$ cat config.mk
export PLATFORM = sky130hd
export DESIGN_NAME = dpt_ctrl
export DESIGN_NICKNAME = d
export VERILOG_FILES = /design/src/sv/dpt_pkg.sv /design/src/sv/dpt_ctrl.sv
export SDC_FILE = /design/constraint.sdc
export NUM_CORES = 1
export LEC_CHECK = 0
export ABC_AREA = 1
export BUFFER_PORTS_ARGS = -buffer_cell sky130_fd_sc_hd__buf_2
export CORE_AREA = 2 2 39 41
export DETAILED_ROUTE_END_ITERATION = 10
export DIE_AREA = 0 0 41 43
export PLACE_DENSITY = 0.44
export SLEW_MARGIN = 10
export SYNTH_ARGS = -nofsm -noshare
export SYNTH_HDL_FRONTEND = slang
export SYNTH_SLANG_ARGS = --single-unit
$ cat constraint.sdc
create_clock -name clk -period 1.3 [get_ports clk]
set_clock_uncertainty 0.15 [all_clocks]
set_input_delay 0.195 -clock clk [delete_from_list [all_inputs] [get_ports clk]]
set_output_delay 0.195 -clock clk [all_outputs]
set_load 0.005 [all_outputs]
$ cat src/sv/dpt_pkg.sv
// Shared constants, codes and control structs for the paging translator.
`default_nettype none

package dpt_pkg;

	// Address and table geometry
	localparam int NUM_PAGES  = 256;
	localparam int NUM_FRAMES = 128;
	localparam int VA_W       = 16;
	localparam int OFFSET_W   = 8;
	localparam int PAGE_W     = $clog2(NUM_PAGES);
	localparam int FRAME_W    = $clog2(NUM_FRAMES);
	localparam int PA_W       = FRAME_W + OFFSET_W;
	localparam int SCAN_W     = $clog2(NUM_PAGES + 1);
	localparam int FCNT_W     = $clog2(NUM_FRAMES + 1);

	// Configuration port
	localparam int APB_ADDR_W  = 3;
	localparam int APB_DATA_W  = 32;
	localparam int REG_IDX_LSB = 2;
	localparam int REG_IDX_W   = APB_ADDR_W - REG_IDX_LSB;
	localparam logic [REG_IDX_W-1:0] REG_POLICY = 1'b0;

	// Replacement policy codes
	localparam logic POLICY_FIFO = 1'b0;
	localparam logic POLICY_LRU  = 1'b1;

	// Controller to datapath
	typedef struct packed {
		logic accept;
		logic hit_commit;
		logic alloc_commit;
		logic owner_read;
		logic fifo_commit;
		logic scan_clear;
		logic scan_issue;
		logic lru_commit;
	} dpt_cmd_t;

	// Datapath to controller
	typedef struct packed {
		logic page_valid;
		logic frames_full;
		logic scan_done;
		logic cmp_busy;
	} dpt_sts_t;

endpackage

`default_nettype wire

$ cat src/sv/dpt_ctrl.sv
// Controller state machine: sequences lookup, allocation, eviction and scan.
`default_nettype none

module dpt_ctrl (
	input  wire logic              clk,
	input  wire logic              arst_n,
	input  wire logic              req_valid,
	output logic                   req_ready,
	output logic                   rsp_valid,
	input  wire logic              rsp_ready,
	input  wire logic              policy,
	input  wire dpt_pkg::dpt_sts_t sts,
	output dpt_pkg::dpt_cmd_t      cmd
);

	localparam logic [1:0] ST_IDLE = 2'd0;
	localparam logic [1:0] ST_LOOK = 2'd1;
	localparam logic [1:0] ST_FIFO = 2'd2;
	localparam logic [1:0] ST_SCAN = 2'd3;

	logic [1:0] state_q;
	logic [1:0] state_d;
	logic       out_valid_q;
	logic       out_free;
	logic       commit;

	assign out_free  = !out_valid_q || rsp_ready;
	assign rsp_valid = out_valid_q;
	assign commit    = cmd.hit_commit || cmd.alloc_commit || cmd.fifo_commit ||
		cmd.lru_commit;

	always_comb begin
		cmd       = '0;
		state_d   = state_q;
		req_ready = 1'b0;
		case (state_q)
			ST_IDLE: begin
				req_ready = 1'b1;
				if (req_valid) begin
					cmd.accept = 1'b1;
					state_d    = ST_LOOK;
				end
			end
			ST_LOOK: begin
				if (sts.page_valid) begin
					if (out_free) begin
						cmd.hit_commit = 1'b1;
						state_d        = ST_IDLE;
					end
				end else if (!sts.frames_full) begin
					if (out_free) begin
						cmd.alloc_commit = 1'b1;
						state_d          = ST_IDLE;
					end
				end else if (policy == dpt_pkg::POLICY_FIFO) begin
					cmd.owner_read = 1'b1;
					state_d        = ST_FIFO;
				end else begin
					cmd.scan_clear = 1'b1;
					state_d        = ST_SCAN;
				end
			end
			ST_FIFO: begin
				if (out_free) begin
					cmd.fifo_commit = 1'b1;
					state_d         = ST_IDLE;
				end
			end
			ST_SCAN: begin
				if (!sts.scan_done) begin
					cmd.scan_issue = 1'b1;
				end else if (!sts.cmp_busy && out_free) begin
					cmd.lru_commit = 1'b1;
					state_d        = ST_IDLE;
				end
			end
			default: begin
				state_d = ST_IDLE;
			end
		endcase
	end

	always_ff @(posedge clk or negedge arst_n) begin
		if (!arst_n) begin
			state_q     <= ST_IDLE;
			out_valid_q <= 1'b0;
		end else begin
			state_q <= state_d;
			if (commit) begin
				out_valid_q <= 1'b1;
			end else if (rsp_ready) begin
				out_valid_q <= 1'b0;
			end
		end
	end

endmodule

`default_nettype wire

==> run summary, run 1 <==
Die H - 43 um
Worst skew pair latency - 0.23 ns
GR met1 Demand/Resource - 0.126
Fin crit share - 1.14
Leakage - 0.271 nW
Main synth FF type - dfrtp_1
Worst vdd ir - 0.000574 V
Type of the most critical hold path - in -> async
Worst slew margin - 0.845
Clock transition at path regs - 0.04 ns
Fraction of layout cells with a size suffix above 1 - 0.449
RSZ-0062 raised after global routing - true
Root Driver - clkbuf_4
Pin count of the biggest net entering global routing - 6
Overall routing resource usage - 0.0915
CP Data Required Time - 0.95 ns
Final Power - 730 uW
First-pass GRT wire length - 1.05 mm
Startpoint types - flip-flop
Core area - 1380 um^2
Postcts setup bufs - 0
Final hold violations - 0
DR DRC count - 0
Clock Path Buffers - 2
Vias in the first global route - 257
Seq/Total Area, Yosys - 0.302
Setup crit end kind - output pin
Grt met2 use - 0.106
Worst EP arrival - 1.14 ns
Cell with the most instances after synthesis - nand2_1
CTS tree - yes
Worst-Margin Slew - 0.231 ns
Area grow syn2layout - 71.4%
Post-Syn Area per Cell - 5.66 um^2
Total grt overflow - 0
CP max FO - 5
H-Tree Depth - 1
Failing checks - setup timing
Initial Util - 0.180
Max Cap Viol - 0
FFs w/ async S/R, synth - 1.00
Synthesized instance count - 44
Clk sink count - 3
Leading area contributor after synthesis - dfrtp_1
Post-synth top cells - nand2_1 (13), inv_1 (11), nor2_1 (6)
Status - finished with violations
Post-synth EDFFs - 0
Power Density - 1710 nW/um^2
Total number of vias - 335
Top-area cell type share of the netlist area - 0.302
Final wirelength - 663 um
Final ANT Viol Nets - 0
Total CTS buffers - 3
Boundary Pins - 19
Ant diodes - 0
CP Class - reg -> out
Final worst slack - -0.181 ns
Slew Viols, Final - 0
Width of the die - 41 um
Yosys Warn Count - 0
Routed len/inst - 7.80 um
FMAX - 0.675 GHz
Syn_nets - 53
Buffers on Ports - 18
Yosys cell types - 12
Initial DRC count - 5
Fin crit period - 1.48 ns
Top post-synthesis cells by area - dfrtp_1 (30%), nand2_1 (20%), inv_1 (17%)
1st-pass router iterations - 3
# fillers - 162
Nets - 79
Post-DR vias/cell - 3.94
Die area - 1760 um^2
Mapped cell area - 249 um^2
DP Wirelength - 560 um
Seq cells post-synth - 3
Core Util, Final - 0.308
GP Congestion - 0.664
Setup violators final - 7
R2r setup slk - 0.16 ns
GRT met3 Usage - 0.0314
Initial antenna violation count - 0
Rows - 14
Gr busiest metal - met1
[sequential cells by signal (all words and copies together) (netlist names)]
register and cells:
state_q 2, rsp_valid 1
[layer usage]
layer	vias to the layer above	wire length, um
met3	0	73
met2	14	295
met5	-	0
met1	138	294
li1	183	-
met4	0	0
[report_power, final]
group	switching [mW]	internal (mW)
Combinational	0.212	0.172
Sequential	0.0418	0.140
Clock	0.0489	0.115
Total	0.303	0.428
[critical path: stages, from the launching register on]
cell,delay [ns]
dfrtp_2,0.43
nor2_4,0.15
nand2_1,0.06
nor3_1,0.12
buf_2,0.13
[timing repair]
action,4_1_cts,5_1_grt
endpoints found under the setup margin,7,9
hold buffers,1,0
hold endpoints to repair,3,0
pin swaps,1,3
resized for setup,3,3
[logic make-up (layout without fill, tap and decap cells)]
logic type	Yosys count	in the layout	synth area share
buffers and inverters	12	37	0.181
AO/OA/AOI/OAI	2	2	0.0502
AND/OR/NAND/NOR	27	27	0.467
flip-flops	3	3	0.301
[path summary, 6_finish.rpt]
check | end | from | depth (start not counted)
worst max register to register | state_q[0] | state_q[0] | 7
max in group asynchronous | state_q[1] | arst_n | 2
min in group clk | state_q[0] | req_valid | 5
worst max-delay path | cmd[5] | state_q[1] | 4
worst min-delay path | rsp_valid | arst_n | 2
worst min register to register | rsp_valid | rsp_valid | 2
[cell usage in the layout, fill, tap and decap left out, types with 2 or more instances in the layout]
cell	instances
buf_2	18
nand2_1	12
inv_1	10
nor2_1	5
buf_4	2
clkbuf_4	3
dfrtp_1	2
nor2_2	2
inv_2	2
nand3_1	2
[through the flow]
| step | setup slack (ns) | cell area (um^2) | std cells | setup TNS (ns) | hold WS (ns) |
|---|---|---|---|---|---|
| 6_report | -0.181 | 427 | 85 | -0.874 | 0.133 |
| 4_1_cts | -0.168 | 422 | 85 | -0.940 | 0.121 |
| 3_5_place_dp | 0.0375 | 374 | 80 | 0 | -0.155 |
| 2_1_floorplan | 0.155 | 249 | 44 | 0 | -0.251 |
| 3_3_place_gp | 0.0460 | 374 | 80 | 0 | -0.155 |
| 5_1_grt | -0.243 | 427 | 85 | -1.52 | 0.163 |
[final cells by class]
type                            instances  area, um^2  share of cell area
Clock buffer                            4        26.3              0.0616
Inverter                               12        45.0               0.106
Multi-Input combinational cell         29         144               0.337
Sequential cell                         3        76.3               0.179
Tap cell                               16        20.0              0.0469
Timing Repair Buffer                   21         115               0.270
Power figures use the tool's default switching activity.
==> inputs of run 2 (changes only) <==
--- a/config.mk
+++ b/config.mk
@@ -7,10 +7,12 @@
 export LEC_CHECK = 0
 export ABC_AREA = 1
 export BUFFER_PORTS_ARGS = -buffer_cell sky130_fd_sc_hd__buf_2
+export CELL_PAD_IN_SITES_DETAIL_PLACEMENT = 0
+export CELL_PAD_IN_SITES_GLOBAL_PLACEMENT = 1
 export CORE_AREA = 2 2 39 41
 export DETAILED_ROUTE_END_ITERATION = 10
 export DIE_AREA = 0 0 41 43
-export PLACE_DENSITY = 0.44
+export PLACE_DENSITY = 0.64
 export SLEW_MARGIN = 10
 export SYNTH_ARGS = -nofsm -noshare
 export SYNTH_HDL_FRONTEND = slang
==> run 2 against run 1 <==
Effect of this change:
- the run still ends with setup timing left
- clock-buffer cell count unchanged
- sequential share of layout area shrank 1.1 points
- final cell count is 1.2% higher
- hold slack gained 0.0028 ns
==> run summary, run 2 (synthesis results as in run 1) <==
R2r setup slk - 0.04 ns (-0.12 ns)
Ant diodes - 0 (unchanged)
Initial Util - 0.180 (unchanged)
Cell Count, Final, Fillers Out - 86 (+1.2%)
Worst-Margin Slew - 0.218 ns (-0.0129 ns)
Worst reg2reg path depth - 6 (-1)
Total number of vias - 340 (+1.5%)
Pre-CTS setup slack - -0.00643 ns (-0.0439 ns)
H-Tree Depth - 1 (unchanged)
Vias in the first global route - 282 (+9.7%)
Rows - 14 (unchanged)
CTS tree - yes
Fin crit period - 1.50 ns (+0.0148 ns)
Fin crit share - 1.15 (+0.0114)
Final worst slack - -0.196 ns (-0.0148 ns)
First-pass GRT wire length - 1.04 mm (-0.67%)
Critical register-to-register path startpoint - state_q[1]
Fraction of layout cells with a size suffix above 1 - 0.543 (+0.0936)
Max Cap Viol - 0 (unchanged)
Width of the die - 41 um (unchanged)
Setup crit end kind - output pin
Grt met2 use - 0.106 (unchanged)
Worst EP arrival - 1.15 ns (about the same)
Commonest non-fill, non-tap cell in the layout - buf_2
Clk sink count - 3 (unchanged)
Boundary Pins - 19 (unchanged)
GR met1 Demand/Resource - 0.121 (-0.00481)
Startpoint types - flip-flop
Slew Viols, Final - 0 (unchanged)
Status - finished with violations
Die area - 1760 um^2 (unchanged)
Overall routing resource usage - 0.0872 (-0.00437)
GP Congestion - 0.730 (+10%)
Total CTS buffers - 3 (unchanged)
CP Data Required Time - 0.95 ns (about the same)
Type of the most critical hold path - in -> async
Most flops, register - state_q
Pin count of the biggest net entering global routing - 6 (unchanged)
DR DRC count - 0 (unchanged)
Worst slew margin - 0.853 (+0.00866)
Post-DR vias/cell - 3.95 (+0.31%)
Total grt overflow - 0 (unchanged)
Initial antenna violation count - 0 (unchanged)
Core Util, Final - 0.329 (+0.0208)
Gr busiest metal - met1
FMAX - 0.668 GHz (-0.99%)
Nets - 80 (+1.3%)
Failing checks - setup timing
Routed len/inst - 8.16 um (+4.7%)
Power Density - 1680 nW/um^2 (-1.9%)
Area grow syn2layout - 82.9%
DP Wirelength - 566 um (+1.2%)
Root Driver - clkbuf_4
Core area - 1380 um^2 (unchanged)
Leading cell types in the layout, fill and taps excluded - buf_2 (18), inv_1 (10), nand2_1 (9)
Final Hold Slack - 0.136 ns (+0.00283 ns)
Largest register FFs - 2 (unchanged)
Initial DRC count - 4 (-1)
Final wirelength - 702 um (+5.9%)
CP max FO - 5 (unchanged)
Buffers on Ports - 18 (unchanged)
Final hold violations - 0 (unchanged)
Setup violators final - 8 (+1)
Clock transition at path regs - 0.04 ns (about the same)
Worst skew pair latency - 0.24 ns (about the same)
Cells after DPL - 79 (-1.3%)
GRT met3 Usage - 0.0314 (unchanged)
Leakage - 0.280 nW (+3.5%)
Die H - 43 um (unchanged)
Worst r2r dst - state_q[0]
Final ANT Viol Nets - 0 (unchanged)
Worst vdd ir - 0.000455 V (-21%)
Clock Path Buffers - 2 (unchanged)
1st-pass router iterations - 4 (+1)
RSZ-0062 raised after global routing - true
CP Class - reg -> out
## run 2: area by class of cell
cell class                 instances  area, um^2
fill                             164         928
tap                               16        20.0
inverter                          12        45.0
multi-input combinational         29         165
timing repair buffer              22         123
clock buffer                       4        26.3
sequential                         3        76.3
## run 2: report_power, final
| group | switching [mW] | internal (mW) | total [mW] |
|---|---|---|---|
| combinational | 0.228 | 0.182 | 0.410 |
| clock | 0.0494 | 0.115 | 0.164 |
| sequential | 0.0495 | 0.140 | 0.190 |
| total | 0.327 | 0.437 | 0.764 |
## run 2: worst max-delay path, cell delays in order (launching register included)
cell and delay (ns):
dfrtp_2 0.44, buf_4 0.15, nand2_2 0.06, inv_2 0.05
nand3_2 0.07, inv_1 0.04, buf_2 0.11
## run 2: how the worst max path moves through the flow
stage                     from     end  slack (ns)  cells after the start
global placement    state_q[1]  cmd[5]        0.03                      4
finish              state_q[1]  cmd[0]       -0.20                      6
floorplan           state_q[1]  cmd[5]        0.16                      3
detailed placement  state_q[1]  cmd[5]      -0.006                      4
global route        state_q[1]  cmd[5]       -0.25                      4
CTS                 state_q[1]  cmd[5]       -0.19                      4
## run 2: repair_timing
item / 4_1_cts / 5_1_grt
setup endpoints to repair: 9 / 9
endpoints found under the hold margin: 3 / 0
hold buffers: 1 / 0
pin swaps: 1 / 1
setup buffers: 0 / 2
gates cloned: 0 / 0
resized for setup: 2 / 10
## run 2: stage by stage
stage | area [um^2] | setup TNS, ns | total power [mW]
6_report | 455 | -1.10 | 0.764
5_1_grt | 455 | -1.73 | 0.846
4_1_cts | 409 | -0.974 | 0.702
3_5_place_dp | 367 | -0.00643 | 0.506
3_3_place_gp | 367 | 0 | 0.507
2_1_floorplan | 249 | 0 | 0.372
## run 2: routing by layer
metal	share of wire	up-vias	wire [um]
li1	-	185	-
met1	0.46	138	321
met2	0.43	15	302
met3	0.098	2	69
met4	0.011	0	8
met5	0	-	0
